==> src/design/tlnef_pkg.sv <==
// ----------------------------------------------------------------------------
// tlnef_pkg
// Shared types, character codes, register map and control store for the
// line-numbering and escape display filter.
// ----------------------------------------------------------------------------
package tlnef_pkg;

   localparam int CSR_AW       = 5;
   localparam int COUNT_DIGITS = 6;

   localparam logic [7:0] CHR_TAB    = 8'h09;
   localparam logic [7:0] CHR_NL     = 8'h0a;
   localparam logic [7:0] CHR_SPACE  = 8'h20;
   localparam logic [7:0] CHR_DOLLAR = 8'h24;
   localparam logic [7:0] CHR_DASH   = 8'h2d;
   localparam logic [7:0] CHR_ZERO   = 8'h30;
   localparam logic [7:0] CHR_QMARK  = 8'h3f;
   localparam logic [7:0] CHR_I      = 8'h49;
   localparam logic [7:0] CHR_M      = 8'h4d;
   localparam logic [7:0] CHR_CARET  = 8'h5e;
   localparam logic [7:0] CHR_DEL    = 8'h7f;
   localparam logic [7:0] CARET_BIAS = 8'h40;
   localparam logic [7:0] CTRL_LIMIT = 8'h20;

   localparam logic [2:0] REG_SQUEEZE_BLANK    = 3'd0;
   localparam logic [2:0] REG_NUMBER_ALL       = 3'd1;
   localparam logic [2:0] REG_NUMBER_NONBLANK  = 3'd2;
   localparam logic [2:0] REG_SHOW_ENDS        = 3'd3;
   localparam logic [2:0] REG_SHOW_TABS        = 3'd4;
   localparam logic [2:0] REG_SHOW_NONPRINTING = 3'd5;

   typedef struct packed {
      logic squeeze_blank;
      logic number_all;
      logic number_nonblank;
      logic show_ends;
      logic show_tabs;
      logic show_nonprinting;
   } cfg_type;

   typedef enum logic [1:0] {
      SRC_NONE,
      SRC_DIGIT,
      SRC_TAB,
      SRC_BODY
   } src_type;

   typedef enum logic [1:0] {
      COND_ITEM,
      COND_NONE,
      COND_DIGIT_LOOP,
      COND_BODY_LOOP
   } cond_type;

   typedef logic [1:0] uaddr_type;

   localparam uaddr_type UA_FETCH = 2'd0;
   localparam uaddr_type UA_NUM   = 2'd1;
   localparam uaddr_type UA_TAB   = 2'd2;
   localparam uaddr_type UA_BODY  = 2'd3;

   // alt: taken while a loop runs, or for an unnumbered item at fetch
   typedef struct packed {
      src_type   src;
      cond_type  cond;
      uaddr_type alt;
      uaddr_type next;
   } ucode_type;

   localparam ucode_type UCODE [4] = '{
      '{src: SRC_NONE,  cond: COND_ITEM,       alt: UA_BODY, next: UA_NUM},
      '{src: SRC_DIGIT, cond: COND_DIGIT_LOOP, alt: UA_NUM,  next: UA_TAB},
      '{src: SRC_TAB,   cond: COND_NONE,       alt: UA_TAB,  next: UA_BODY},
      '{src: SRC_BODY,  cond: COND_BODY_LOOP,  alt: UA_BODY, next: UA_FETCH}
   };

   typedef struct packed {
      logic       req_valid;
      logic       skip;
      logic       numbered;
      logic       emit_ok;
      logic [1:0] body_last;
   } stat_type;

endpackage

==> src/design/tlnef_if.sv <==
// ----------------------------------------------------------------------------
// tlnef_if
// Valid/ready channels for input bytes and rendered output bytes.
// ----------------------------------------------------------------------------
interface tlnef_req_if;
   logic       valid;
   logic       ready;
   logic [7:0] char_in;

   modport source (output valid, output char_in, input ready);
   modport sink   (input valid, input char_in, output ready);
endinterface

interface tlnef_rsp_if;
   logic       valid;
   logic       ready;
   logic [7:0] char_out;
   logic       run_end;

   modport source (output valid, output char_out, output run_end, input ready);
   modport sink   (input valid, input char_out, input run_end, output ready);
endinterface

==> src/design/tlnef_csr.sv <==
// ----------------------------------------------------------------------------
// tlnef_csr
// APB register file holding the six option bits.
// ----------------------------------------------------------------------------
module tlnef_csr (
   input  logic                         clock,
   input  logic                         reset,
   input  logic                         psel,
   input  logic                         penable,
   input  logic                         pwrite,
   input  logic [tlnef_pkg::CSR_AW-1:0] paddr,
   input  logic [31:0]                  pwdata,
   output logic [31:0]                  prdata,
   output logic                         pready,
   output tlnef_pkg::cfg_type           cfg
);
   import tlnef_pkg::*;

   cfg_type    cfg_ff;
   cfg_type    cfg_in;
   logic [2:0] reg_idx;
   logic       wr_en;

   assign reg_idx = paddr[4:2];
   assign wr_en   = psel & penable & pwrite;
   assign pready  = 1'b1;
   assign cfg     = cfg_ff;

   always_comb begin
      cfg_in = cfg_ff;
      if (wr_en) begin
         unique case (reg_idx)
            REG_SQUEEZE_BLANK:    cfg_in.squeeze_blank    = pwdata[0];
            REG_NUMBER_ALL:       cfg_in.number_all       = pwdata[0];
            REG_NUMBER_NONBLANK:  cfg_in.number_nonblank  = pwdata[0];
            REG_SHOW_ENDS:        cfg_in.show_ends        = pwdata[0];
            REG_SHOW_TABS:        cfg_in.show_tabs        = pwdata[0];
            REG_SHOW_NONPRINTING: cfg_in.show_nonprinting = pwdata[0];
            default:              cfg_in = cfg_ff;
         endcase
      end
   end

   always_comb begin
      unique case (reg_idx)
         REG_SQUEEZE_BLANK:    prdata = {31'd0, cfg_ff.squeeze_blank};
         REG_NUMBER_ALL:       prdata = {31'd0, cfg_ff.number_all};
         REG_NUMBER_NONBLANK:  prdata = {31'd0, cfg_ff.number_nonblank};
         REG_SHOW_ENDS:        prdata = {31'd0, cfg_ff.show_ends};
         REG_SHOW_TABS:        prdata = {31'd0, cfg_ff.show_tabs};
         REG_SHOW_NONPRINTING: prdata = {31'd0, cfg_ff.show_nonprinting};
         default:              prdata = 32'd0;
      endcase
   end

   always_ff @(posedge clock) begin
      if (reset) begin
         cfg_ff <= '0;
      end else begin
         cfg_ff <= cfg_in;
      end
   end

endmodule

==> src/design/tlnef_seq.sv <==
// ----------------------------------------------------------------------------
// tlnef_seq
// Microcode sequencer: control store, program counter, loop index and
// conditional branching on datapath status.
// ----------------------------------------------------------------------------
module tlnef_seq #(
   parameter int NUMBER_DIGITS = 6,
   parameter int IDX_W         = 3
) (
   input  logic                  clock,
   input  logic                  reset,
   input  tlnef_pkg::stat_type   stat,
   output tlnef_pkg::ucode_type  ctrl,
   output logic [IDX_W-1:0]      idx
);
   import tlnef_pkg::*;

   localparam logic [IDX_W-1:0] LAST_DIGIT = IDX_W'(NUMBER_DIGITS - 1);

   uaddr_type        upc_ff;
   uaddr_type        upc_in;
   logic [IDX_W-1:0] idx_ff;
   logic [IDX_W-1:0] idx_in;
   ucode_type        word;

   assign word = UCODE[upc_ff];
   assign ctrl = word;
   assign idx  = idx_ff;

   always_comb begin
      upc_in = upc_ff;
      idx_in = idx_ff;
      unique case (word.cond)
         COND_ITEM: begin
            if (stat.req_valid && !stat.skip) begin
               upc_in = stat.numbered ? word.next : word.alt;
            end
         end
         COND_NONE: begin
            if (stat.emit_ok) begin
               upc_in = word.next;
            end
         end
         COND_DIGIT_LOOP: begin
            if (stat.emit_ok) begin
               if (idx_ff == LAST_DIGIT) begin
                  idx_in = '0;
                  upc_in = word.next;
               end else begin
                  idx_in = idx_ff + 1'b1;
                  upc_in = word.alt;
               end
            end
         end
         COND_BODY_LOOP: begin
            if (stat.emit_ok) begin
               if (idx_ff == IDX_W'(stat.body_last)) begin
                  idx_in = '0;
                  upc_in = word.next;
               end else begin
                  idx_in = idx_ff + 1'b1;
                  upc_in = word.alt;
               end
            end
         end
         default: begin
            upc_in = UA_FETCH;
            idx_in = '0;
         end
      endcase
   end

   always_ff @(posedge clock) begin
      if (reset) begin
         upc_ff <= UA_FETCH;
         idx_ff <= '0;
      end else begin
         upc_ff <= upc_in;
         idx_ff <= idx_in;
      end
   end

endmodule

==> src/design/tlnef_dp.sv <==
// ----------------------------------------------------------------------------
// tlnef_dp
// Datapath: input byte latch, line state, decimal line counter, byte
// rendering and the output register.
// ----------------------------------------------------------------------------
module tlnef_dp #(
   parameter int NUMBER_DIGITS = 6,
   parameter int IDX_W         = 3
) (
   input  logic                 clock,
   input  logic                 reset,
   input  tlnef_pkg::cfg_type   cfg,
   input  tlnef_pkg::ucode_type ctrl,
   input  logic [IDX_W-1:0]     idx,
   output tlnef_pkg::stat_type  stat,
   tlnef_req_if.sink            req_ch,
   tlnef_rsp_if.source          rsp_ch
);
   import tlnef_pkg::*;

   localparam int NUM_BCD = (NUMBER_DIGITS < COUNT_DIGITS) ? NUMBER_DIGITS : COUNT_DIGITS;
   localparam logic [IDX_W:0] LAST_POS  = (IDX_W + 1)'(NUMBER_DIGITS - 1);
   localparam logic [IDX_W:0] BCD_LIMIT = (IDX_W + 1)'(COUNT_DIGITS);

   typedef struct packed {
      logic [1:0]      last;
      logic [3:0][7:0] b;
   } body_type;

   function automatic logic [7:0] caret(input logic [7:0] x);
      return (x == CHR_DEL) ? CHR_QMARK : x + CARET_BIAS;
   endfunction

   function automatic body_type render(input logic [7:0] c, input cfg_type cf);
      body_type   r;
      logic [7:0] low;
      low  = {1'b0, c[6:0]};
      r.b  = {4{c}};
      r.last = 2'd0;
      if (c == CHR_NL) begin
         if (cf.show_ends) begin
            r.b[0] = CHR_DOLLAR;
            r.b[1] = CHR_NL;
            r.last = 2'd1;
         end
      end else if (c == CHR_TAB) begin
         if (cf.show_tabs) begin
            r.b[0] = CHR_CARET;
            r.b[1] = CHR_I;
            r.last = 2'd1;
         end
      end else if (cf.show_nonprinting && (c < CTRL_LIMIT || c == CHR_DEL)) begin
         r.b[0] = CHR_CARET;
         r.b[1] = caret(c);
         r.last = 2'd1;
      end else if (cf.show_nonprinting && c[7]) begin
         r.b[0] = CHR_M;
         r.b[1] = CHR_DASH;
         if (low < CTRL_LIMIT || low == CHR_DEL) begin
            r.b[2] = CHR_CARET;
            r.b[3] = caret(low);
            r.last = 2'd3;
         end else begin
            r.b[2] = low;
            r.last = 2'd2;
         end
      end
      return r;
   endfunction

   logic [7:0]   char_ff;
   logic         at_line_start_ff;
   logic         blank_printed_ff;
   logic         seen_ff;
   logic         seen_in;
   logic [3:0]   bcd_ff  [COUNT_DIGITS];
   logic [3:0]   bcd_inc [COUNT_DIGITS];
   logic         bcd_sat;
   logic         rsp_valid_ff;
   logic         rsp_valid_in;
   logic [7:0]   char_out_ff;
   logic [7:0]   char_out_in;
   logic         run_end_ff;
   logic         run_end_in;

   logic         is_nl;
   logic         skip;
   logic         numbered;
   logic         accept;
   logic         emit_ok;
   logic         emit;
   body_type     body;
   logic [IDX_W:0] pos;
   logic         pos_ok;
   logic [3:0]   digit;
   logic         digit_blank;
   logic [7:0]   digit_byte;

   assign is_nl    = (req_ch.char_in == CHR_NL);
   assign skip     = cfg.squeeze_blank & at_line_start_ff & is_nl & blank_printed_ff;
   assign numbered = at_line_start_ff &
                     ((cfg.number_all & ~cfg.number_nonblank) | (cfg.number_nonblank & ~is_nl));
   assign req_ch.ready = (ctrl.cond == COND_ITEM);
   assign accept   = req_ch.valid & req_ch.ready;
   assign emit_ok  = ~rsp_valid_ff | rsp_ch.ready;
   assign emit     = (ctrl.src != SRC_NONE) & emit_ok;
   assign body     = render(char_ff, cfg);

   assign stat.req_valid = req_ch.valid;
   assign stat.skip      = skip;
   assign stat.numbered  = numbered;
   assign stat.emit_ok   = emit_ok;
   assign stat.body_last = body.last;

   // saturating decimal increment over the displayed digits
   always_comb begin
      logic carry;
      carry   = 1'b1;
      bcd_sat = 1'b1;
      for (int i = 0; i < COUNT_DIGITS; i++) begin
         bcd_inc[i] = bcd_ff[i];
         if (i < NUM_BCD) begin
            if (bcd_ff[i] != 4'd9) bcd_sat = 1'b0;
            if (carry) begin
               if (bcd_ff[i] == 4'd9) begin
                  bcd_inc[i] = 4'd0;
               end else begin
                  bcd_inc[i] = bcd_ff[i] + 4'd1;
                  carry      = 1'b0;
               end
            end
         end
      end
   end

   assign pos         = LAST_POS - {1'b0, idx};
   assign pos_ok      = (pos < BCD_LIMIT);
   assign digit       = pos_ok ? bcd_ff[pos[2:0]] : 4'd0;
   assign digit_blank = ~seen_ff & (digit == 4'd0) & (pos != '0);
   assign digit_byte  = digit_blank ? CHR_SPACE : (CHR_ZERO | {4'd0, digit});

   always_comb begin
      char_out_in  = char_out_ff;
      run_end_in   = run_end_ff;
      rsp_valid_in = rsp_valid_ff & ~rsp_ch.ready;
      seen_in      = seen_ff;
      if (emit) begin
         rsp_valid_in = 1'b1;
         run_end_in   = 1'b0;
         unique case (ctrl.src)
            SRC_DIGIT: begin
               char_out_in = digit_byte;
               seen_in     = seen_ff | (digit != 4'd0);
            end
            SRC_TAB:   char_out_in = CHR_TAB;
            SRC_BODY: begin
               char_out_in = body.b[idx[1:0]];
               run_end_in  = (idx[1:0] == body.last);
            end
            default:   char_out_in = char_out_ff;
         endcase
      end
      if (accept) begin
         seen_in = 1'b0;
      end
   end

   always_ff @(posedge clock) begin
      char_out_ff <= char_out_in;
      run_end_ff  <= run_end_in;
      seen_ff     <= seen_in;
      if (accept && !skip) begin
         char_ff <= req_ch.char_in;
      end
      if (reset) begin
         rsp_valid_ff     <= 1'b0;
         at_line_start_ff <= 1'b1;
         blank_printed_ff <= 1'b0;
         for (int i = 0; i < COUNT_DIGITS; i++) bcd_ff[i] <= 4'd0;
      end else begin
         rsp_valid_ff <= rsp_valid_in;
         if (accept && !skip) begin
            at_line_start_ff <= is_nl;
            blank_printed_ff <= at_line_start_ff & is_nl;
            if (numbered && !bcd_sat) begin
               for (int i = 0; i < COUNT_DIGITS; i++) bcd_ff[i] <= bcd_inc[i];
            end
         end
      end
   end

   assign rsp_ch.valid    = rsp_valid_ff;
   assign rsp_ch.char_out = char_out_ff;
   assign rsp_ch.run_end  = run_end_ff;

endmodule

==> src/design/text_line_number_and_escape_filter_core.sv <==
// ----------------------------------------------------------------------------
// text_line_number_and_escape_filter_core
// Display filter: line numbers, blank-line squeeze, visible ends, tabs and
// control/high bytes, run by a four-step microprogram.
// An input transfer moves the program counter to the number or body step,
// whose emit loads the output register. Each input byte gives 1..11 bytes
// (none if squeezed), one per microstep unless the output stalls.
// Reset: synchronous; clears options, line counter, line state, output valid.
// ----------------------------------------------------------------------------
module text_line_number_and_escape_filter_core #(
   parameter int NUMBER_DIGITS = 6
) (
   input  logic                         clock,
   input  logic                         reset,
   tlnef_req_if.sink                    req_ch,
   tlnef_rsp_if.source                  rsp_ch,
   input  logic                         psel,
   input  logic                         penable,
   input  logic                         pwrite,
   input  logic [tlnef_pkg::CSR_AW-1:0] paddr,
   input  logic [31:0]                  pwdata,
   output logic [31:0]                  prdata,
   output logic                         pready
);
   import tlnef_pkg::*;

   localparam int IDX_W = (NUMBER_DIGITS > 4) ? $clog2(NUMBER_DIGITS) : 2;

   cfg_type          cfg;
   ucode_type        ctrl;
   stat_type         stat;
   logic [IDX_W-1:0] idx;

   tlnef_csr u_csr (
      .clock   (clock),
      .reset   (reset),
      .psel    (psel),
      .penable (penable),
      .pwrite  (pwrite),
      .paddr   (paddr),
      .pwdata  (pwdata),
      .prdata  (prdata),
      .pready  (pready),
      .cfg     (cfg)
   );

   tlnef_seq #(
      .NUMBER_DIGITS (NUMBER_DIGITS),
      .IDX_W         (IDX_W)
   ) u_seq (
      .clock (clock),
      .reset (reset),
      .stat  (stat),
      .ctrl  (ctrl),
      .idx   (idx)
   );

   tlnef_dp #(
      .NUMBER_DIGITS (NUMBER_DIGITS),
      .IDX_W         (IDX_W)
   ) u_dp (
      .clock  (clock),
      .reset  (reset),
      .cfg    (cfg),
      .ctrl   (ctrl),
      .idx    (idx),
      .stat   (stat),
      .req_ch (req_ch),
      .rsp_ch (rsp_ch)
   );

endmodule

==> src/flat_wrapper.sv <==
// flat-port wrapper written by rule: the top's interface ports become plain ports
module text_line_number_and_escape_filter_core_flat import tlnef_pkg::*;
#(
   parameter int NUMBER_DIGITS = 6
)
  (clock, reset, psel, penable, pwrite, paddr, pwdata, prdata, pready, req_ch_valid, req_ch_char_in, req_ch_ready, rsp_ch_valid, rsp_ch_char_out, rsp_ch_run_end, rsp_ch_ready);
  tlnef_req_if req_ch_i ();
  tlnef_rsp_if rsp_ch_i ();
  input  logic clock;
  input  logic reset;
  input  logic psel;
  input  logic penable;
  input  logic pwrite;
  input  logic [tlnef_pkg::CSR_AW-1:0] paddr;
  input  logic [31:0] pwdata;
  output logic [31:0] prdata;
  output logic pready;
  input wire logic [$bits(req_ch_i.valid)-1:0] req_ch_valid;
  input wire logic [$bits(req_ch_i.char_in)-1:0] req_ch_char_in;
  output wire logic [$bits(req_ch_i.ready)-1:0] req_ch_ready;
  output wire logic [$bits(rsp_ch_i.valid)-1:0] rsp_ch_valid;
  output wire logic [$bits(rsp_ch_i.char_out)-1:0] rsp_ch_char_out;
  output wire logic [$bits(rsp_ch_i.run_end)-1:0] rsp_ch_run_end;
  input wire logic [$bits(rsp_ch_i.ready)-1:0] rsp_ch_ready;
  assign req_ch_i.valid = req_ch_valid;
  assign req_ch_i.char_in = req_ch_char_in;
  assign req_ch_ready = req_ch_i.ready;
  assign rsp_ch_valid = rsp_ch_i.valid;
  assign rsp_ch_char_out = rsp_ch_i.char_out;
  assign rsp_ch_run_end = rsp_ch_i.run_end;
  assign rsp_ch_i.ready = rsp_ch_ready;
  text_line_number_and_escape_filter_core #(.NUMBER_DIGITS(NUMBER_DIGITS)) u_core (.clock(clock), .reset(reset), .req_ch(req_ch_i), .rsp_ch(rsp_ch_i), .psel(psel), .penable(penable), .pwrite(pwrite), .paddr(paddr), .pwdata(pwdata), .prdata(prdata), .pready(pready));
endmodule
==> config.mk <==
export PLATFORM = sky130hd
export DESIGN_NAME = text_line_number_and_escape_filter_core_flat
export DESIGN_NICKNAME = d
export VERILOG_FILES = /design/src/design/tlnef_pkg.sv /design/src/design/tlnef_if.sv /design/src/design/tlnef_csr.sv /design/src/design/tlnef_seq.sv /design/src/design/tlnef_dp.sv /design/src/design/text_line_number_and_escape_filter_core.sv /design/src/flat_wrapper.sv
export SDC_FILE = /design/constraint.sdc
export NUM_CORES = 1
export LEC_CHECK = 0
export BUFFER_PORTS_ARGS = -buffer_cell sky130_fd_sc_hd__buf_2
export CAP_MARGIN = 40
export CELL_PAD_IN_SITES_DETAIL_PLACEMENT = 0
export CELL_PAD_IN_SITES_GLOBAL_PLACEMENT = 1
export CORE_ASPECT_RATIO = 0.9
export CORE_MARGIN = 2
export CORE_UTILIZATION = 42
export DETAILED_ROUTE_END_ITERATION = 8
export PLACE_DENSITY_LB_ADDON = 0.1
export SLEW_MARGIN = 20
export SYNTH_ARGS = -nofsm -noshare
export SYNTH_HDL_FRONTEND = slang
export SYNTH_SLANG_ARGS = --single-unit
export TNS_END_PERCENT = 30
==> constraint.sdc <==
create_clock -name clock -period 3.59 [get_ports clock]
set_input_delay 0.5385 -clock clock [delete_from_list [all_inputs] [get_ports clock]]
set_output_delay 0.5385 -clock clock [all_outputs]
set_load 0.01 [all_outputs]
## After elaboration in Yosys (flattened, before gate mapping)

Memory sizes are Yosys's and may differ from the RTL's.
Cells that the tools add are included.

| cells by class | value |
|---|---|
| $add $sub $neg | 10 |
| $lt $le $gt $ge | 5 |
| equal/unequal tests | 35 |
| mux-type cells | 80 |
| bitwise operators | 29 |
| reductions and logical operators | 27 |

Operator list:

| kind | number |
|---|---|
| $mux 16 | 8 |
| $mux 4 | 18 |
| $mux 8 | 6 |
| $mux 34 | 1 |
| $bmux 8 s2 | 2 |
| $mux 1 | 25 |
| $add 4x1->4 const B | 6 |
| $eq 4x4->1 const B | 6 |
| $eq 8x4->1 const B | 3 |
| $ne 4x4->1 const B | 6 |
| $pmux 8 s3 | 1 |
| $mux 2 | 10 |
| $reduce_and 2->1 | 8 |
| $and 1x1->1 | 14 |
| $mux 3 | 4 |
| $eq 3x3->1 const B | 3 |
| $or 1x1->1 | 9 |
| $add 7x7->8 const B | 1 |
| $add 8x7->8 const B | 1 |
| $eq 2x2->1 const B | 4 |
| $eq 8x7->1 const B | 1 |
| $lt 8x6->1 const B | 1 |
| $pmux 2 s4 | 1 |
| $reduce_bool 4->1 | 2 |
| other kinds (30) | 45 |

| storage, ports and cells | value |
|---|---|
| register bits | 32 |
| bits in writable memories | 24 |
| input port bits | 52 |
| output and inout bits | 44 |
| memories | 1 |

Memory list:

| memory | words | width | read ports | clocked after memory_dff | wr ports | RTL line | RTL |
|---|---|---|---|---|---|---|---|
| u_core.u_dp.bcd_ff | 6 | 4 | 7 | 0 | 6 | tlnef_dp.sv:76 | `logic [3:0] bcd_ff [COUNT_DIGITS];` |

## Logic depth before layout (Yosys ltp)

Gate-level depths: netlist of the first run.
An unclocked memory read counts as a cell.

| logic depth | value |
|---|---|
| depth after elaboration | 15 |
| mapped depth | 10 |

## Cells and area by module

A second synthesis of the first run with hierarchy kept.

| second synthesis, totals | value |
|---|---|
| cell total of the unflattened synthesis | 470 |
| area total of the unflattened synthesis | 4,443.0 um^2 |

By module, submodules not included:

| module | instances | cells each | area each (um^2) |
|---|---|---|---|
| tlnef_dp | 1 | 336 | 3,304.4 |
| tlnef_csr | 1 | 68 | 594.3 |
| tlnef_seq | 1 | 66 | 544.3 |

## Worst setup path after synthesis of the first run

No wires, ideal clock.

| timing path | value |
|---|---|
| kind | register to register |
| start | register u_core.u_seq.upc_ff[0] |
| end | memory u_core.u_dp.bcd_ff[4][0] (enable) |
| setup time | 0.338 ns |
| data arrival time | 2.419 ns |
| required time | 3.252 ns |
| path slack | 0.833 ns |
| stages on the path, launching flop included | 9 |
| period minus slack after synthesis | 2.757 ns |
| path through | dfxtp_1 > inv_1 > ha_1 > buf_2 > nand2_1 > a41oi_1 > o211ai_1 > or3_1 > o21bai_1 |

RTL lines:

| element | RTL line | RTL |
|---|---|---|
| start, declared | tlnef_seq.sv:20 | `uaddr_type upc_ff;` |
| start signal, assigned | tlnef_seq.sv:78 | `upc_ff <= upc_in;` |
| end, declared | tlnef_dp.sv:76 |  |

## Worst setup path in the final report of the first run

| timing path | value |
|---|---|
| start | register u_core.u_seq.idx_ff[1] (netlist: u_core.u_seq.idx[1]) |
| end | register u_core.u_dp.char_out_ff[4] (netlist: u_core.u_dp.rsp_ch.char_out[4]) (data pin) |

| on the way | value |
|---|---|
| cells in the longest elaborated chain, start to end | 8 |
| elaborated cells on any way between the ends | 12 |
| classes of those cells | add/sub: 1; order compare: 1; mux: 5; bitwise: 2; reduce/logical: 2; memory: 1 |

Ends and longest elaborated chain:

| element | RTL line | RTL |
|---|---|---|
| start, declared | tlnef_seq.sv:22 | `logic [IDX_W-1:0] idx_ff;` |
| start signal, assigned | tlnef_seq.sv:79 | `idx_ff <= idx_in;` |
| $sub 3x3->4 | tlnef_dp.sv:136 | `assign pos = LAST_POS - {1'b0, idx};` |
| $lt 4x3->1 / $mem_v2 6x4 (equally long branches) | - |  |
| $mux 4 | tlnef_dp.sv:138 | `assign digit = pos_ok ? bcd_ff[pos[2:0]] : 4'd0;` |
| $logic_not 4->1 | tlnef_dp.sv:139 | `assign digit_blank = ~seen_ff & (digit == 4'd0) & (pos != '0);` |
| $and 1x1->1 (2 in a row) | tlnef_dp.sv:139 |  |
| $mux 5 | tlnef_dp.sv:140 | `assign digit_byte = digit_blank ? CHR_SPACE : (CHR_ZERO \| {4'd0, digit});` |
| $pmux 8 s3 * | tlnef_dp.sv:150 | `unique case (ctrl.src)` |
| end signal, assigned | tlnef_dp.sv:169 | `char_out_ff <= char_out_in;` |
| end, declared | tlnef_dp.sv:81 | `logic [7:0] char_out_ff;` |

Every way passes the cells marked *; elsewhere a longest branch is shown, timed or not. The select of a mux whose other input is x is not followed.
A chain may end at the register's enable or synchronous reset.

==> results.txt, run 1 <==
Netlist Area Pre-Place: 4250 um^2
Library cells used by synthesis: 66
Synth Warn #: 0
# Max-Cap Violations: 0
Register area share after synthesis: 0.361
Clock Tree Buf Depth: 2
Class of the worst hold path: in2reg
Worst Path Max Fanout: 9
Crit path DAT: 2.94 ns
Mean Syn Cell Area: 9.31 um^2
First-pass GRT wire length: 15,800 um
Critical Path Start Type: register
Multi-input gate area: 2430 um^2
Antenna viol nets, final: 0
Slowest stage cell, crit path: dfxtp_1
Number of flops mapped to enable cells by yosys: 41
Final cell count without fillers: 602
Vias in the first global route: 3,237
Slowest stage delay, CP: 0.59 ns
RSZ-0062 raised after global routing: no
Pin count of the biggest net entering global routing: 32
Initial antenna violation count: 0
IO Pins: 96
Leakage: 1.74 nW
Peak supply drop: 0.264 mV
Ratio of cells with drive above 1 in the final layout: 0.128
Synth Instances: 456
Status: complete, no violations
H-tree depth: 2
Worst relative slew slack: 0.537
Worst-path clk slew: 0.11 ns
Final min period: 2.88 ns
Clk sinks: 56
Overflow after GRT: 0
DRT iter0 DRCs: 171
Crit. End Element: register
Overall routing resource usage: 0.182
Async SR Flop Fraction: 0
Insertion delay to the later sink of the worst-skew pair: 0.31 ns
N_diodes: 0
Post-CTS Hold Buffers: 0
Post-CTS Resized: 0
Hold_ws: 0.419 ns
Fillcell total: 983
PwrDens: 483 nW/um^2
Via density: 5.59
Setup ws final: 0.710 ns
Die X: 110 um
Ys flop type: edfxtp_1
Detailed placer's ending HPWL: 7170 um
Core ar.: 9740 um^2
Fin. Hold Viols: 0
Worst slew pin tran: 0.687 ns
Starting density of the core: 0.436
Vias: 3,364
DRC viols: 0
Avg WL per Cell: 15.7 um
Clock Skews: 0.0142 ns
Setup CP Type: reg2reg
Routed wl met2: 4740 um
Most frequent cells in the layout: nor2_1 (48), edfxtp_1 (41), nand2_1 (33), conb_1 (32), buf_2 (30)
CTS Buf Count: 5
Required @ worst endpoint: 3.65 ns
CTS tree: built
Synth Register Bits: 56
Setup TNS: 0 ns
Post-CTS Setup Repair Bufs: 0
Site Rows: 34
Die height: 99.4 um
FF+latch area: 1530 um^2
First-pass iteration count of the detailed router: 4
Critical-path cell list: clkinv_1, ha_1, nor2_1, a211oi_1, or4_4, o31ai_2, nand3_1
Full die area: 10,900 um^2
Port buffer count: 30
Setup violators final: 0
Slew Limit Fails: 0
Net count, final: 549
Commonest non-fill, non-tap cell in the layout: nor2_1
Placed insts: 594
Wire length on met1: 4260 um
Highest routed layer: met4
Clk root buf: clkbuf_8
Area Overhead vs Synth: 4.98%
Dpl ws: 0.697 ns
WL met3: 280 um
Placer Congestion: 0.823
F_max: 347 MHz
DRT Wirelength: 9450 um
Fin crit share: 0.802
state kept, by name (all words and copies together) (netlist names), 2 cells and up:
signal / count
u_core.u_csr.cfg: 6
u_core.u_dp.bcd_ff: 24
u_core.u_dp.char_ff: 8
u_core.u_dp.rsp_ch.char_out: 8
u_core.u_seq.idx: 3
u_core.u_seq.upc_ff: 2
worst paths after layout:
| kind | from | endpoint | slack, ns | cells past startpoint |
|---|---|---|---|---|
| worst max register to register | u_core.u_seq.idx[1] | u_core.u_dp.rsp_ch.char_out[4] | 0.71 | 7 |
| worst min register to register | u_core.u_dp.blank_printed_ff | u_core.u_dp.blank_printed_ff | 0.50 | 2 |
| worst min-delay path | req_ch_char_in[3] | u_core.u_dp.char_ff[3] | 0.42 | 1 |
| worst max-delay path | u_core.u_seq.idx[1] | u_core.u_dp.rsp_ch.char_out[4] | 0.71 | 7 |
cells by family (layout without fill, tap and decap cells):
logic type / Yosys count / count (layout) / share of synthesized area
compound gates: 89 / 89 / 0.146
xor+xnor: 8 / 8 / 0.0165
fa+ha+maj: 22 / 22 / 0.0648
buf+inv: 69 / 59 / 0.0937
flops: 56 / 56 / 0.361
mux: 29 / 29 / 0.0864
other cells: 2 / 32 / 0.00177
simple gates: 181 / 181 / 0.230
metrics by stage:
stage / area, um^2 / power [mW] / utilization
detailed placement: 4370 / 1.82 / 0.448
CTS: 4460 / 2.17 / 0.457
global placement: 4370 / 1.81 / 0.448
floorplan: 4360 / 1.59 / -
global route: 4460 / 2.31 / 0.457
finish: 4460 / 2.15 / 0.457
synth_stat cells, drive strengths merged (8+ instances only):
cell type  instances  share of area
nor3b              9          0.016
nand3b             8          0.014
nor3              13          0.015
clkbuf            15          0.014
o21ai             15          0.018
inv               14          0.012
dfxtp             15          0.071
mux2i             16          0.038
nand4              9          0.013
edfxtp            41           0.29
a21oi             19          0.022
buf               39          0.067
mux2               8          0.021
nand3             14          0.017
xnor2              8          0.017
nor2              48          0.042
ha                22          0.065
nand2             33          0.029
metal layers:
layer  vias up  track usage
li1       1672            -
met1      1622        0.234
met2        57        0.317
met3        13       0.0249
met4         0       0.0506
met5         -            0
power breakdown:
| part | total [mW] | leakage (nW) | switching [mW] | internal [mW] |
|---|---|---|---|---|
| sequential | 0.942 | 0.533 | 0.103 | 0.839 |
| combinational | 0.862 | 1.17 | 0.517 | 0.345 |
| clock | 0.349 | 0.0378 | 0.214 | 0.135 |
| total | 2.15 | 1.74 | 0.833 | 1.32 |
area by class of cell:
| class | instances | share of cell area |
|---|---|---|
| well taps | 126 | 0.0354 |
| inverters | 15 | 0.0126 |
| flip-flops and latches | 56 | 0.344 |
| repair buffers | 36 | 0.0438 |
| multi-input cells | 361 | 0.545 |
| clock inverters | 3 | 0.00421 |
| clock buffers | 5 | 0.0154 |
worst max-delay path: cells and delay by family (launching register included):
| kind | cells | cell delay (ns) |
|---|---|---|
| AOI/OAI and AO/OA | 2 | 0.32 |
| adders and majority gates | 1 | 0.50 |
| buffers and inverters | 1 | 0.38 |
| DFF | 1 | 0.59 |
| and+or+nand+nor | 3 | 0.84 |
Power figures use the tool's default switching activity.
==> run 2, diff against run 1 <==
--- a/config.mk
+++ b/config.mk
@@ -11,7 +11,7 @@
 export CELL_PAD_IN_SITES_GLOBAL_PLACEMENT = 1
 export CORE_ASPECT_RATIO = 0.9
 export CORE_MARGIN = 2
-export CORE_UTILIZATION = 42
+export CORE_UTILIZATION = 38
 export DETAILED_ROUTE_END_ITERATION = 8
 export PLACE_DENSITY_LB_ADDON = 0.1
 export SLEW_MARGIN = 20
==> constraint.sdc (replaced) <==
create_clock -name clock -period 2.6 [get_ports clock]
set_input_delay 0.39 -clock clock [delete_from_list [all_inputs] [get_ports clock]]
set_output_delay 0.39 -clock clock [all_outputs]
set_load 0.01 [all_outputs]
==> run 2 against run 1 <==
Combinational power rose by 48%. Via count rose by 2.2%. Clock power rose by 120%. Hold slack got worse by 0.14 ns. Setup slack got worse by 0.56 ns. Critical path type unchanged. Highest routed layer unchanged.
==> results.txt, run 2 (synthesized netlist as in run 1, its figures left out) <==
Insertion delay to the later sink of the worst-skew pair: 0.30 ns (about the same)
Reg2reg setup slack: 0.15 ns (-0.56 ns)
Site Rows: 36 (+5.9%)
Avg WL per Cell: 15.2 um (-2.9%)
Reg with most FFs: u_core.u_dp.bcd_ff
Full die area: 12,000 um^2 (+10%)
Die X: 115 um (+4.9%)
Hold_ws: 0.278 ns (-0.142 ns)
Critical Path Start Type: register
Final Cell Area: 4740 um^2 (+6.3%)
PwrDens: 704 nW/um^2 (+46%)
Ratio of cells with drive above 1 in the final layout: 0.170 (+0.0419)
Switch Pwr: 1.19 mW (+43%)
Worst-path clk slew: 0.07 ns (-0.04 ns)
Clock Tree Buf Depth: 2 (unchanged)
Class of the worst hold path: in2reg
# Max-Cap Violations: 0 (unchanged)
Clk sinks: 56 (unchanged)
Fin. Hold Viols: 0 (unchanged)
H-tree depth: 2 (unchanged)
Placed insts: 638 (+7.4%)
Setup violators final: 0 (unchanged)
Net count, final: 567 (+3.3%)
Placer Congestion: 0.846 (+2.8%)
Routed wl met2: 4840 um (+2.2%)
Reg2reg start: u_core.u_seq.idx[0]
Worst R2R End: u_core.u_dp.rsp_ch.char_out[4]
Most frequent cells in the layout: nor2_1 (48), edfxtp_1 (41), nand2_1 (33), conb_1 (32), buf_2 (30)
Clk root buf: clkbuf_16
Clock Power Share: 0.234 (+0.072)
Antenna viol nets, final: 0 (unchanged)
F_max: 409 MHz (+18%)
Wire length on met1: 4490 um (+5.4%)
Status: complete, no violations
Leakage: 1.88 nW (+8.2%)
Reg power frac: 0.383 (-0.054)
Via density: 5.32 (-4.8%)
Starting density of the core: 0.391 (-0.0447)
Worst relative slew slack: 0.584 (+0.0472)
Overall routing resource usage: 0.169 (-0.0132)
Core ar.: 10,900 um^2 (+11%)
Overflow after GRT: 0 (unchanged)
Crit. End Element: register
DRT iter0 DRCs: 157 (-8.2%)
Placed Area: 4560 um^2 (+4.3%)
IO Pins: 96 (unchanged)
First-pass iteration count of the detailed router: 4 (unchanged)
CTS Buf Count: 5 (unchanged)
First-pass GRT wire length: 16,100 um (+2.2%)
Sw Share: 0.357 (-0.0301)
N_diodes: 0 (unchanged)
Area Overhead vs Synth: 11.6%
Initial antenna violation count: 0 (unchanged)
RSZ-0062 raised after global routing: no
Worst Setup SP: u_core.u_seq.idx[0]
Final cell count without fillers: 646 (+7.3%)
Die height: 104 um (+4.9%)
Slew Limit Fails: 0 (unchanged)
Setup crit end: u_core.u_dp.rsp_ch.char_out[4]
DRT Wirelength: 9840 um (+4.2%)
Setup CP Type: reg2reg
Largest register FFs: 24 (unchanged)
Int Pwr: 2.14 mW (+62%)
Pin count of the biggest net entering global routing: 32 (unchanged)
Crit path DAT: 2.49 ns (-0.45 ns)
WL met3: 369 um (+32%)
Commonest non-fill, non-tap cell in the layout: nor2_1
Clock Skews: 0.00667 ns (-0.00757 ns)
Comb pwr share: 0.383 (-0.017)
Highest routed layer: met4
DRC viols: 0 (unchanged)
Worst Path Max Fanout: 31 (+22)
Required @ worst endpoint: 2.64 ns (-1.01 ns)
Vias: 3,438 (+2.2%)
CTS tree: built
R2r worst-path depth: 6 (-1)
Fin crit share: 0.941 (+0.139)
Final min period: 2.45 ns (-0.434 ns)
Final core utilization: 0.436 (-0.0212)
Peak supply drop: 0.351 mV (+33%)
Vias in the first global route: 3,188 (-1.5%)
Port buffer count: 30 (unchanged)
Worst slew pin tran: 0.617 ns (-0.0700 ns)
Post-CTS Setup Repair Bufs: 0 (unchanged)
Detailed placer's ending HPWL: 7510 um (+4.6%)
Setup TNS: 0 ns (unchanged)
## run 2: final cells by class
| type | count | area (um^2) |
|---|---|---|
| fill | 1078 | 6120 |
| inverter | 15 | 56.3 |
| clock inverter | 2 | 35.0 |
| clock buffer | 6 | 129 |
| sequential | 56 | 1530 |
| tap | 152 | 190 |
| timing repair buffer | 54 | 343 |
| multi-input combinational | 361 | 2450 |
## run 2: how the worst min path moves through the flow
stage,to,cells past startpoint,slack (ns),start
final,u_core.u_dp.char_ff[3],1,0.28,req_ch_char_in[3]
after global routing,u_core.u_dp.char_ff[3],1,0.28,req_ch_char_in[3]
after CTS,u_core.u_dp.char_ff[7],1,0.28,req_ch_char_in[7]
after detailed placement,u_core.u_dp.blank_printed_ff,2,0.47,u_core.u_dp.blank_printed_ff
after global placement,u_core.u_dp.blank_printed_ff,2,0.47,u_core.u_dp.blank_printed_ff
after floorplan,u_core.u_dp.blank_printed_ff,2,0.46,u_core.u_dp.blank_printed_ff
## run 2: metrics by stage
stage | total power, mW | worst slack [ns]
after CTS | 3.36 | 0.123
final | 3.33 | 0.154
after global placement | 2.57 | 0.110
after detailed placement | 2.57 | 0.0604
after floorplan | 2.19 | 0.0750
after global routing | 3.54 | 0.0260
## run 2: power groups by stage
stage / logic [mW] / clock network [mW] / registers (mW)
4_1_cts: 1.28 / 0.796 / 1.28
5_1_grt: 1.42 / 0.823 / 1.30
3_3_place_gp: 1.27 / 0 / 1.30
2_1_floorplan: 0.894 / 0 / 1.30
3_5_place_dp: 1.28 / 0 / 1.30
6_report: 1.28 / 0.780 / 1.28
## run 2: what timing repair did
action	in CTS	in global routing
endpoints found under the setup margin	0	7
hold buffers	0	0
gates resized for setup	0	4
## run 2: per-layer routing
metal	up-vias	track usage
li1	1707	-
met1	1648	0.228
met2	71	0.276
met3	12	0.0280
met4	0	0.0499
met5	-	0
## run 2: critical path, cell delays in order, from the launching register on
cell	delay [ns]
dfxtp_1	0.47
buf_4	0.38
mux2i_1	0.28
a211oi_1	0.16
or4_4	0.55
o31ai_2	0.22
nand3_1	0.12
==> run 3, diff against run 2 <==
--- a/config.mk
+++ b/config.mk
@@ -5,13 +5,14 @@
 export SDC_FILE = /design/constraint.sdc
 export NUM_CORES = 1
 export LEC_CHECK = 0
+export ABC_AREA = 1
 export BUFFER_PORTS_ARGS = -buffer_cell sky130_fd_sc_hd__buf_2
 export CAP_MARGIN = 40
 export CELL_PAD_IN_SITES_DETAIL_PLACEMENT = 0
 export CELL_PAD_IN_SITES_GLOBAL_PLACEMENT = 1
 export CORE_ASPECT_RATIO = 0.9
 export CORE_MARGIN = 2
-export CORE_UTILIZATION = 38
+export CORE_UTILIZATION = 36
 export DETAILED_ROUTE_END_ITERATION = 8
 export PLACE_DENSITY_LB_ADDON = 0.1
 export SLEW_MARGIN = 20
==> run 3 against run 2 <==
Global-route usage down 0.76 points. Register-to-register slack better by 0.18 ns. Via count down 3.7%. First-iteration DRC count up 15%. Sequential share of layout area up 2.4 points. Utilization down 3.2 points. Power up 3.0%. Clock power down 2%. Flip-flop and latch count unchanged. Setup slack better by 0.18 ns. Fmax up 7.8%. Cell count up 7.0%. Largest cell class unchanged.
==> results.txt, run 3 <==
Leakage: 1.89 nW (+0.44%)
Async SR Flop Fraction: 0 (unchanged)
Setup TNS: 0 ns (unchanged)
Post-CTS Setup Repair Bufs: 0 (unchanged)
N_diodes: 0 (unchanged)
Reg power frac: 0.371 (-0.012)
Clock Power Share: 0.223 (-0.011)
Synth Register Bits: 56 (unchanged)
DRT Wirelength: 9380 um (-4.7%)
Fin crit share: 0.873 (-0.0682)
Commonest non-fill, non-tap cell in the layout: nor2_1
Worst Setup SP: u_core.u_dp.char_ff[6]
Via density: 4.79 (-10%)
F_max: 441 MHz (+7.8%)
Clk root buf: clkbuf_16
Final core utilization: 0.405 (-0.0316)
Library cells used by synthesis: 42 (-36%)
Fillcell total: 1,165 (+8.1%)
Most numerous cell in the Yosys netlist: nor2_1
Area Overhead vs Synth: 8.96%
Mux cell area share after synthesis: 0 (-0.0864)
R2r worst-path depth: 12 (+6)
Overall routing resource usage: 0.161 (-0.00755)
Final Cell Area: 4410 um^2 (-6.9%)
Placed Area: 4250 um^2 (-6.8%)
Insertion delay to the later sink of the worst-skew pair: 0.29 ns (about the same)
Crit. End Element: register
First-pass GRT wire length: 15,500 um (-3.7%)
Core ar.: 10,900 um^2 (+0.42%)
Class of the worst hold path: in2reg
Simple-Gate Fraction of Synth Area: 0.236 (+0.00568)
Setup violators final: 0 (unchanged)
IO Pins: 96 (unchanged)
Main combinational cell family by area after synthesis: simple AND/OR/NAND/NOR gates
DRC viols: 0 (unchanged)
Compound-Gate Fraction of Synth Area: 0.134 (-0.0114)
Cell type with the largest total area after synthesis: edfxtp_1
Synth Instances: 502 (+10%)
Ys flop type: edfxtp_1
Critical Path Start Type: register
Ratio of cells with drive above 1 in the final layout: 0.167 (-0.00306)
Setup ws final: 0.331 ns (+0.177 ns)
FF+latch area: 1530 um^2 (about the same)
Final min period: 2.27 ns (-0.177 ns)
XOR/XNOR Fraction of Synth Area: 0.0343 (+0.0178)
Starting density of the core: 0.371 (-0.0198)
Post-synth top area share: 0.304 (+0.0142)
Setup CP Type: reg2reg
Netlist Area Pre-Place: 4050 um^2 (-4.7%)
Avg WL per Cell: 13.6 um (-11%)
DRT iter0 DRCs: 181 (+15%)
Crit path DAT: 2.28 ns (-0.21 ns)
Reg2reg setup slack: 0.33 ns (+0.18 ns)
PwrDens: 779 nW/um^2 (+11%)
First-pass iteration count of the detailed router: 5 (+1)
Initial antenna violation count: 0 (unchanged)
Register area share after synthesis: 0.378 (+0.0176)
CTS tree: built
Post-CTS Resized: 0 (unchanged)
Clock Tree Buf Depth: 2 (unchanged)
Switch Pwr: 1.32 mW (+11%)
Die height: 105 um (+0.31%)
Multi-input gate area: 2030 um^2 (-17%)
Most instantiated cells after synthesis: nor2_1 (66), inv_1 (63), nand2_1 (58)
Fin. Hold Viols: 0 (unchanged)
H-tree depth: 2 (unchanged)
Clock Skews: 0.00689 ns (+0.000215 ns)
Overflow after GRT: 0 (unchanged)
Net count, final: 612 (+7.9%)
Port buffer count: 30 (unchanged)
Post-Synth Adder-Cell Area: 0.0680 (+0.00317)
Mean Syn Cell Area: 8.06 um^2 (-13%)
HP Start: req_ch_char_in[5]
Worst Path Max Fanout: 6 (-81%)
Top cells by area, synth: edfxtp_1 (30%), dfxtp_1 (7.4%), ha_1 (6.8%)
Die X: 116 um (+0.31%)
Pin count of the biggest net entering global routing: 20 (-38%)
# Max-Cap Violations: 0 (unchanged)
Detailed placer's ending HPWL: 7400 um (-1.5%)
RSZ-0062 raised after global routing: no
CTS Buf Count: 5 (unchanged)
Comb pwr share: 0.406 (+0.023)
Hold path cells: 1 (unchanged)
Sw Share: 0.383 (+0.0265)
Int Pwr: 2.12 mW (-1.2%)
Post-CTS Hold Buffers: 0 (unchanged)
Hold_ws: 0.289 ns (+0.0111 ns)
Reg2reg start: u_core.u_dp.char_ff[6]
Antenna viol nets, final: 0 (unchanged)
Synth Warn #: 0 (unchanged)
Placer Congestion: 0.830 (-1.9%)
Most frequent cells in the layout: nor2_1 (66), inv_1 (63), nand2_1 (58), o21ai_0 (44), edfxtp_1 (41)
Status: complete, no violations
Largest register FFs: 24 (unchanged)
Site Rows: 36 (unchanged)
Vias: 3,310 (-3.7%)
Number of flops mapped to enable cells by yosys: 41 (unchanged)
Dpl ws: 0.325 ns (+0.265 ns)
Worst-path clk slew: 0.07 ns (about the same)
Peak supply drop: 0.380 mV (+8.2%)
Required @ worst endpoint: 2.61 ns (-0.03 ns)
Clk sinks: 56 (unchanged)
Full die area: 12,100 um^2 (+0.62%)
Vias in the first global route: 3,132 (-1.8%)
Slew Limit Fails: 0 (unchanged)
Reg with most FFs: u_core.u_dp.bcd_ff
## run 3: layer usage
metal / track usage / vias up / share of wire
li1: - / 1681 / -
met1: 0.258 / 1522 / 0.55
met2: 0.228 / 99 / 0.39
met3: 0.0302 / 8 / 0.054
met4: 0.0204 / 0 / 0.0069
met5: 0 / - / 0
## run 3: worst paths after layout
| check | endpoint |
|---|---|
| setup / recovery | u_core.u_dp.rsp_ch.char_out[0] |
| hold / removal | u_core.u_dp.char_ff[5] |
| setup reg to reg | u_core.u_dp.rsp_ch.char_out[0] |
| hold reg to reg | u_core.u_dp.seen_ff |
## run 3: power groups by stage
stage	logic, mW	registers (mW)	clock network (mW)
final	1.40	1.27	0.766
after floorplan	1.02	1.33	0
after global placement	1.38	1.29	0
after global routing	1.59	1.29	0.833
after detailed placement	1.39	1.30	0
after CTS	1.39	1.27	0.789
## run 3: cell families (layout without fill, tap and decap cells)
group / after synthesis / after routing
adder cells (fa/ha/maj): 22 / 22
XOR/XNOR: 15 / 15
buffers and inverters: 110 / 117
AND/OR/NAND/NOR: 202 / 202
other: 2 / 32
flip-flops: 56 / 56
AO/OA/AOI/OAI: 95 / 95
## run 3: per-stage QoR
stage / std cells / power [mW]
6_report: 691 / 3.43
2_1_floorplan: 532 / 2.35
4_1_cts: 691 / 3.46
5_1_grt: 691 / 3.71
3_5_place_dp: 683 / 2.68
3_3_place_gp: 683 / 2.68
## run 3: worst max-delay path, stage by stage (launching register included)
cell and delay [ns]:
edfxtp_1 0.39, inv_1 0.13, ha_1 0.26, nand3_2 0.12, inv_2 0.05, nand2_2 0.10, inv_1 0.07, nor2_1 0.26
nand4_1 0.13, a31oi_1 0.21, nor2_1 0.06, nor2_1 0.08, o21ai_0 0.13
## run 3: cell type report
type / count / area share
clock buffer: 6 / 0.0292
multi-input combinational: 366 / 0.461
tap: 152 / 0.0431
timing repair buffer: 42 / 0.0545
sequential: 56 / 0.347
inverter: 67 / 0.0570
clock inverter: 2 / 0.00794
